--- config.mk ---
export PLATFORM = sky130hd
export DESIGN_NAME = bufrpt_ctrl
export DESIGN_NICKNAME = d
export VERILOG_FILES = /design/src/rtl/bufrpt_pkg.sv /design/src/rtl/bufrpt_ctrl.sv
export VERILOG_INCLUDE_DIRS = /design/src /design/src/rtl
export SDC_FILE = /design/constraint.sdc
export NUM_CORES = 1
export LEC_CHECK = 0
export ABC_AREA = 1
export BUFFER_PORTS_ARGS = -buffer_cell sky130_fd_sc_hd__buf_2
export CORE_AREA = 2 2 39 41
export CTS_BUF_LIST = sky130_fd_sc_hd__clkbuf_4
export CTS_CLUSTER_SIZE = 8
export DETAILED_ROUTE_END_ITERATION = 10
export DIE_AREA = 0 0 41 43
export PLACE_DENSITY = 0.43
export SLEW_MARGIN = 20
export SYNTH_ARGS = -nofsm -noshare
export SYNTH_HDL_FRONTEND = slang
export SYNTH_SLANG_ARGS = --single-unit
export TNS_END_PERCENT = 50
--- constraint.sdc ---
create_clock -name clk_i -period 2.1 [get_ports clk_i]
set_input_delay 0.315 -clock clk_i [delete_from_list [all_inputs] [get_ports clk_i]]
set_output_delay 0.315 -clock clk_i [all_outputs]
set_load 0.05 [all_outputs]
--- src/rtl/per_ue_buffer_report_tracker_defines.svh ---
// ----------------------------------------------------------------------------
// Assertion macros for the buffer report tracker
// Shared shorthand for clocked assertions with an active-low reset.
// ----------------------------------------------------------------------------
`ifndef PER_UE_BUFFER_REPORT_TRACKER_DEFINES_SVH
`define PER_UE_BUFFER_REPORT_TRACKER_DEFINES_SVH

// The consequent must hold in the same cycle as the antecedent.
`define BUFRPT_ASSERT_SAME(lbl, clk, rstn, ante, cons, msg) \
  lbl: assert property (@(posedge clk) disable iff (!rstn) (ante) |-> (cons)) \
    else $error(msg);

// The consequent must hold in the cycle after the antecedent.
`define BUFRPT_ASSERT_NEXT(lbl, clk, rstn, ante, cons, msg) \
  lbl: assert property (@(posedge clk) disable iff (!rstn) (ante) |=> (cons)) \
    else $error(msg);

// The condition must never hold.
`define BUFRPT_ASSERT_NEVER(lbl, clk, rstn, cond, msg) \
  lbl: assert property (@(posedge clk) disable iff (!rstn) !(cond)) \
    else $error(msg);

`endif

--- src/rtl/bufrpt_pkg.sv ---
// ----------------------------------------------------------------------------
// Buffer report tracker package
// Table sizing, register codes, payload types and the control interface
// between the controller and the datapath.
// ----------------------------------------------------------------------------
package bufrpt_pkg;

  localparam int unsigned TABLE_ENTRIES = 64;
  localparam int unsigned IDX_W  = (TABLE_ENTRIES > 1) ? $clog2(TABLE_ENTRIES) : 1;
  localparam int unsigned FILL_W = $clog2(TABLE_ENTRIES + 1);

  localparam int unsigned CFG_IDX_W  = 4;
  localparam int unsigned CFG_DATA_W = 32;

  typedef enum logic [CFG_IDX_W-1:0] {
    CFG_REPORT_PERIOD   = 4'd0,
    CFG_BURST_THRESHOLD = 4'd1
  } cfg_reg_e;

  localparam logic [15:0] REPORT_PERIOD_RST   = 16'd50;
  localparam logic [31:0] BURST_THRESHOLD_RST = 32'd100000;

  typedef struct packed {
    logic [15:0] user_id;
    logic [63:0] event_time;
    logic [9:0]  frame_number;
    logic [7:0]  slot_number;
    logic        report_kind;
    logic [31:0] buffered_bytes;
    logic [7:0]  group_id;
  } bsr_item_t;

  typedef struct packed {
    logic [63:0] out_time;
    logic [15:0] out_user;
    logic [9:0]  out_frame;
    logic [7:0]  out_slot;
    logic        out_kind;
    logic [31:0] out_bytes;
    logic [7:0]  out_group;
    logic [31:0] event_count;
    logic [31:0] peak_seen;
  } rpt_item_t;

  typedef struct packed {
    logic [15:0] key;
    logic [31:0] count;
    logic [31:0] peak;
    logic [15:0] phase;
  } entry_t;

  typedef struct packed {
    logic take_item;
    logic scan_en;
    logic hit_update;
    logic miss_update;
    logic load_out;
  } ctrl_cmd_t;

  typedef struct packed {
    logic hit;
    logic miss;
    logic emit;
    logic out_busy;
  } dp_status_t;

endpackage

--- src/rtl/bufrpt_ctrl.sv ---
// ----------------------------------------------------------------------------
// Buffer report tracker controller
// Sequences acceptance, the table scan, the entry update and the report.
// ----------------------------------------------------------------------------
`include "per_ue_buffer_report_tracker_defines.svh"

module bufrpt_ctrl (
  input  logic                   clk_i,
  input  logic                   rst_ni,
  input  logic                   in_valid_i,
  output logic                   in_ready_o,
  input  bufrpt_pkg::dp_status_t status_i,
  output bufrpt_pkg::ctrl_cmd_t  cmd_o
);
  import bufrpt_pkg::*;

  localparam logic [2:0] S_IDLE = 3'd0;
  localparam logic [2:0] S_SCAN = 3'd1;
  localparam logic [2:0] S_HIT  = 3'd2;
  localparam logic [2:0] S_MISS = 3'd3;
  localparam logic [2:0] S_OUT  = 3'd4;

  logic [2:0] state_q, state_d;

  always_comb begin
    state_d    = state_q;
    cmd_o      = '0;
    in_ready_o = 1'b0;
    unique case (state_q)
      S_IDLE: begin
        in_ready_o = 1'b1;
        if (in_valid_i) begin
          cmd_o.take_item = 1'b1;
          state_d         = S_SCAN;
        end
      end
      S_SCAN: begin
        cmd_o.scan_en = 1'b1;
        if (status_i.hit) begin
          state_d = S_HIT;
        end else if (status_i.miss) begin
          state_d = S_MISS;
        end
      end
      S_HIT: begin
        cmd_o.hit_update = 1'b1;
        state_d          = S_OUT;
      end
      S_MISS: begin
        cmd_o.miss_update = 1'b1;
        state_d           = S_OUT;
      end
      S_OUT: begin
        if (!status_i.emit) begin
          state_d = S_IDLE;
        end else if (!status_i.out_busy) begin
          cmd_o.load_out = 1'b1;
          state_d        = S_IDLE;
        end
      end
      default: begin
        state_d = S_IDLE;
      end
    endcase
  end

  always_ff @(posedge clk_i or negedge rst_ni) begin
    if (!rst_ni) begin
      state_q <= S_IDLE;
    end else begin
      state_q <= state_d;
    end
  end

  `BUFRPT_ASSERT_NEXT(a_accept_starts_scan, clk_i, rst_ni, in_valid_i && in_ready_o, state_q == S_SCAN, "Accepted event did not start a scan.")
  `BUFRPT_ASSERT_SAME(a_load_when_free, clk_i, rst_ni, cmd_o.load_out, status_i.emit && !status_i.out_busy, "Report loaded into an occupied output register.")
  `BUFRPT_ASSERT_NEVER(a_hit_miss_exclusive, clk_i, rst_ni, status_i.hit && status_i.miss, "Scan reported a hit and a miss together.")

endmodule

# Word-level counts from Yosys, hierarchy flattened
# Cells that the tools add are included.
# totals
ff_bits,3
elab_cells,26
output_inout_bits,6
# classes
n_eq_ne,7
n_reduce_logical,3
muxes,15
# op_table
operator,n
$mux 3,5
$pmux 3 s4,1
$mux 1,9
$eq 3x2->1 const B,2
$ne 3x3->1 const B,2
$eq 3x1->1 const B,1
$eq 3x3->1 const B,1
$logic_not 3->1,1
$reduce_and 3->1,1
$ne 2x2->1 const B,1
$reduce_or 2->1,1

# Longest topological paths before layout
# Gate-level depths: netlist of run 1.
# depth
ltp_word,3
depth_mapped,5
ltp_nobuf,5

# Least setup slack after synthesis of run 1
# No wires, ideal clock.
# synth_timing
path_kind,reg-to-output
startpoint,register state_q[0]
endpoint,output cmd_o[0] (netlist bit)
slack_ns,0.492
t_arrival_ns,1.293
stages_incl_launch_ff,4
cell_sequence,dfrtp_1 -> nor2_2 -> nand3_1 -> nor2_1
# synth_lines
element,line,rtl
from (decl),bufrpt_ctrl.sv:23,"logic [2:0] state_q, state_d;"
from (signal assigned),bufrpt_ctrl.sv:71,state_q <= state_d;
to (decl),bufrpt_ctrl.sv:13,output bufrpt_pkg::ctrl_cmd_t cmd_o

==> results.md, run 1 <==
* Outcome: finished, final reports clean
* Switching share of power at 55.6%
* Part of the power in combinational logic at 59.7%
* Worst slew pin tran at 0.248 ns
* Yosys warns at 0
* Die Area at 1760 um^2
* Detailed placement HPWL at 375 um
* Pre-CTS setup slack at 0.750 ns
* Worst R2R Path Depth at 4
* Switch Pwr at 318 uW
* RSZ-0062 raised after global routing: no
* Vias/cell at 3.69
* Die Y at 43 um
* Leak at 0.000207 uW
* Setup total negative slack at 0 ns
* Htree depth at 1
* Final worst setup slack at 0.516 ns
* Arrival time at the worst endpoint at 1.27 ns
* Mean Syn Cell Area at 6.69 um^2
* Final ANT Viol Nets at 0
* Sequential share of power at 20.6%
* Postcts setup bufs at 0
* Final Critical Period at 1.58 ns
* CTS buffer count at 3
* Peak Freq at 0.631 GHz
* Post-Syn Instances at 32
* Synth Register Bits at 3
* Register area share after synthesis at 35.1%
* Critical Path End Type: primary output
* CTS max path bufs at 2
* GRT Util Overall at 6.84%
* Fin. Hold Viols at 0
* Cell Rows at 14
* Clock Skew at 0.00119 ns
* Hold Crit Class: in2async
* Startpoint types: flop
* Yosys top cell area share at 35.1%
* 1st-iter DRT viols at 1
* Clock sink count at 3
* Clock slew at reported path FFs at 0.04 ns
* Die Wd at 41 um
* Final WL at 460 um
* Clock Latency Late Sink at 0.23 ns
* Max Cap Violations at 0
* Fin. max-slew vios at 0
* Power share of the clock group at 19.7%
* PD cells at 1750 nW/um^2
* GRT Residual Overflow at 0
* First-pass DRT Iterations at 2
* I/O pin count at 13
* Number of global-route vias before repair at 231
* Mapped Nets at 39
* Cell variety after synth at 10
* # port buffers at 12
* Synth area leaders: dfrtp_1, inv_1, nor2_1
* Biggest regs: state_q x3
* First-pass GRT wire length at 759 um
* Pint at 254 uW
* DR WL/cell at 7.19 um
* WP data required at 1.78 ns
* CTS tree: yes
* Final nets at 56
* Final setup vio count at 0
* Tcrit/Tclk final at 75.4%
* Core area at 1380 um^2
* Share of post-route cells with drive strength above 1 at 45.8%
* Peak VDD IR at 352 uV
* Layout area overhead at 52.6%
* Initial antenna violation count at 0
* Slew headroom at 83.6%
* DRC at 0
* Critical path class: reg2out
* Starting Density at 15.5%
* Largest register FFs at 3
* CP max FO at 5
* Clock Tree Root: clkbuf_4
* Largest net degree at the start of global routing at 6
* Via count at 236
* GP Congestion at 0.620
* Mapped Area at 214 um^2
* Largest area contributor in the netlist: dfrtp_1
* Ant diodes at 0
* Number of fill cells at 169
* Largest Register: state_q
-- power groups by stage --
stage	Combinational [uW]	Clock [uW]	Sequential [uW]
6_report	341	112	118
4_1_cts	346	120	118
5_1_grt	373	122	124
3_5_place_dp	344	0	119
3_3_place_gp	343	0	120
2_1_floorplan	294	0	113
-- routing by layer --
layer  vias up  routed length, um  global-route usage, %
li1        128                  -                      -
met1        99                190                   7.12
met2         9                225                   9.69
met3         0                 43                   1.57
met4         0                  0                   8.00
met5         -                  0                      0
-- critical path, stage by stage, from the launching register on --
cell	delay (ns)
dfrtp_1	0.43
nor2_2	0.17
nand3_1	0.09
nor2_1	0.09
buf_2	0.26
-- final timing paths --
kind / start / end / slack [ns]
min: rst_ni / state_q[0]$_DFFE_PN0P_ / 0.41
max reg2reg: state_q[0]$_DFFE_PN0P_ / state_q[0]$_DFFE_PN0P_ / 1.14
max in group asynchronous: rst_ni / state_q[2]$_DFFE_PN0P_ / 1.58
min in group clk_i: status_i[0] / state_q[2]$_DFFE_PN0P_ / 0.44
max: state_q[0]$_DFFE_PN0P_ / cmd_o[0] / 0.52
min reg2reg: state_q[1]$_DFFE_PN0P_ / state_q[2]$_DFFE_PN0P_ / 0.60
-- layout by cell type, fill, tap and decap left out --
cell type	synthesis	final
dfrtp_1	3	3
nor2_1	6	6
o21a_1	1	1
nand3_1	4	4
inv_2	2	2
nand2_1	5	5
buf_2	0	12
nand3_2	2	2
dlygate4sd3_1	0	1
nor2_2	2	2
inv_1	6	6
clkbuf_4	0	4
-- final cells by class --
class                   instances  area (um^2)  share of cell area [%]
clock buffers                   4         30.0                    9.20
inverters                       8         30.0                    9.20
multi-input cells              20          101                    31.0
flip-flops and latches          3         75.1                    23.0
well taps                      16         20.0                    6.13
repair buffers                 13         70.1                    21.5
-- Yosys cell counts --
master / instances
inv_2: 2
dfrtp_1: 3
nand3_2: 2
nand3_1: 4
nand2_1: 5
inv_1: 6
buf_4: 1
o21a_1: 1
nor2_2: 2
nor2_1: 6
-- logic make-up after synthesis --
logic type	Yosys count	share of synthesized area, %
AND/OR/NAND/NOR	19	43.9
flip-flops	3	35.1
AO/OA/AOI/OAI	1	3.51
buffers and inverters	9	17.5
-- per-stage QoR --
step                      total power [uW]  instance area, um^2  cells  util, %  hold WS (ns)
final                                  572                  327     64     23.6         0.408
after global routing                   619                  327     64     23.6         0.416
after CTS                              585                  327     64     23.6         0.397
after detailed placement               463                  287     59     20.7         0.116
after global placement                 463                  287     59     20.7         0.115
after floorplan                        406                  214     32        -        0.0194
-- timing repair --
action	in CTS	in global routing
endpoints found under the hold margin	3	0
resized for setup	0	0
hold buffers	1	0
Note: power is estimated with default switching activity, not from simulation.
==> run 2: changes to the inputs <==
==> constraint.sdc (replaced) <==
create_clock -name clk_i -period 1.5 [get_ports clk_i]
set_input_delay 0.225 -clock clk_i [delete_from_list [all_inputs] [get_ports clk_i]]
set_output_delay 0.225 -clock clk_i [all_outputs]
set_load 0.05 [all_outputs]
==> run 2 against run 1 <==
Utilization increased by 2.0 points. Via count increased by 2.5%. Final cell count unchanged. Clock power increased by 40%. Critical endpoint is now cmd_o[1]. Non-clock buffer count unchanged. Routed wire length decreased by 0.65%. Worst hold slack got worse by 0.094 ns. Highest routed layer unchanged. Flip-flop and latch count unchanged. Combinational power increased by 51%.
==> results.md, run 2 (synthesis gave the netlist of run 1 again) <==
* Cell Rows at 14
* Power share of the clock group at 18.4%
* Switch Pwr at 461 uW
* Detailed placement HPWL at 384 um
* Die Area at 1760 um^2
* Buf+Inv Stages, Crit Path at 2
* Initial antenna violation count at 0
* Final setup vio count at 0
* Peak Freq at 0.705 GHz
* Pint at 392 uW
* GP Congestion at 0.628
* Largest Register: state_q
* Critical Path End Type: primary output
* Max Cap Violations at 0
* Clock Skew at 0.000418 ns
* Worst slew pin tran at 0.248 ns
* Starting Density at 15.5%
* 1st-iter DRT viols at 0
* Fin. max-slew vios at 0
* Largest net degree at the start of global routing at 6
* Pre-CTS setup slack at 0.251 ns
* Worst R2R Path Depth at 4
* PD cells at 2410 nW/um^2
* Startpoint types: flop
* Part of the power in combinational logic at 60.5%
* First-pass GRT wire length at 738 um
* R2r setup slk at 0.57 ns
* Final Power at 854 uW
* Ant diodes at 0
* CP peak stage delay at 0.44 ns
* Setup total negative slack at 0 ns
* Leak at 0.000208 uW
* Slowest cell on crit path: dfrtp_1
* Share of post-route cells with drive strength above 1 at 50.0%
* Clock slew at reported path FFs at 0.04 ns
* CTS tree: yes
* Final ANT Viol Nets at 0
* CP delay by family, top: flip-flops
* Final nets at 56
* DRC at 0
* Outcome: finished, final reports clean
* Critical path class: reg2out
* Via count at 242
* CTS buffer count at 3
* R2r startpoint: state_q[1]$_DFFE_PN0P_
* Hold Crit Class: in2async
* Biggest regs: state_q x3
* First-pass DRT Iterations at 1
* Layout area overhead at 65.5%
* Htree depth at 1
* Switching share of power at 54.0%
* Slew headroom at 83.6%
* Clock Tree Root: clkbuf_4
* CP max FO at 4
* I/O pin count at 13
* Most common cell after layout, fill and taps aside: buf_2
* Peak VDD IR at 518 uV
* Arrival time at the worst endpoint at 1.19 ns
* Clock sink count at 3
* Fin. Hold Viols at 0
* GRT Residual Overflow at 0
* DR WL/cell at 7.14 um
* Core area at 1380 um^2
* Reg2reg end: state_q[0]$_DFFE_PN0P_
* Clock Latency Late Sink at 0.23 ns
* Postcts setup bufs at 0
* Sequential share of power at 21.1%
* # port buffers at 12
* Vias/cell at 3.78
* Most frequent cells in the layout: buf_2, inv_1, clkbuf_4
* Largest register FFs at 3
* Critical path cell sequence: inv_2 > nand2_1 > nor2_1 > buf_2
* CTS max path bufs at 2
* Tcrit/Tclk final at 94.6%
* GRT Util Overall at 6.64%
* Final WL at 457 um
* WP data required at 1.27 ns
* Die Y at 43 um
* Die Wd at 41 um
* Number of global-route vias before repair at 234
* Final Critical Period at 1.42 ns
* Final worst setup slack at 0.0817 ns
[run 2: per-stage QoR]
stage | instance area (um^2) | hold WS (ns) | utilization (%) | instances
final | 354 | 0.314 | 25.6 | 64
after global routing | 354 | 0.334 | 25.6 | 64
after CTS | 329 | 0.306 | 23.8 | 64
after detailed placement | 289 | 0.0247 | 20.9 | 59
after global placement | 289 | 0.0259 | 20.9 | 59
after floorplan | 216 | -0.0706 | - | 32
[run 2: how the worst max path moves through the flow]
stage | start | to | cells past startpoint
floorplan | state_q[2]$_DFFE_PN0P_ | cmd_o[4] | 3
global placement | state_q[1]$_DFFE_PN0P_ | cmd_o[0] | 4
detailed placement | state_q[0]$_DFFE_PN0P_ | cmd_o[0] | 4
CTS | state_q[0]$_DFFE_PN0P_ | cmd_o[0] | 4
global route | state_q[2]$_DFFE_PN0P_ | cmd_o[1] | 4
finish | state_q[2]$_DFFE_PN0P_ | cmd_o[1] | 4
[run 2: area by class of cell]
| type | instances | area [um^2] |
|---|---|---|
| flip-flops and latches | 3 | 76.3 |
| well taps | 16 | 20.0 |
| inverters | 8 | 30.0 |
| multi-input cells | 20 | 114 |
| clock buffers | 4 | 30.0 |
| fillers | 165 | 1030 |
| repair buffers | 13 | 83.8 |
[run 2: power groups by stage]
| stage | Combinational [uW] | Sequential (uW) | Clock (uW) |
|---|---|---|---|
| 6_report | 516 | 180 | 157 |
| 5_1_grt | 573 | 186 | 171 |
| 4_1_cts | 485 | 163 | 166 |
| 3_5_place_dp | 482 | 165 | 0 |
| 3_3_place_gp | 484 | 164 | 0 |
| 2_1_floorplan | 412 | 158 | 0 |
[run 2: per-layer routing]
metal	vias up	global-route usage [%]	part of all wire [%]
met5	-	0	0
li1	126	-	-
met2	9	10.6	51
met1	107	5.50	37
met4	0	8.00	0
met3	0	1.57	12
[run 2: repair_timing]
item                                   in CTS  in global routing
hold buffers                                1                  0
endpoints found under the hold margin       3                  0
setup endpoints to repair                   0                  4
gates resized for setup                     0                 10
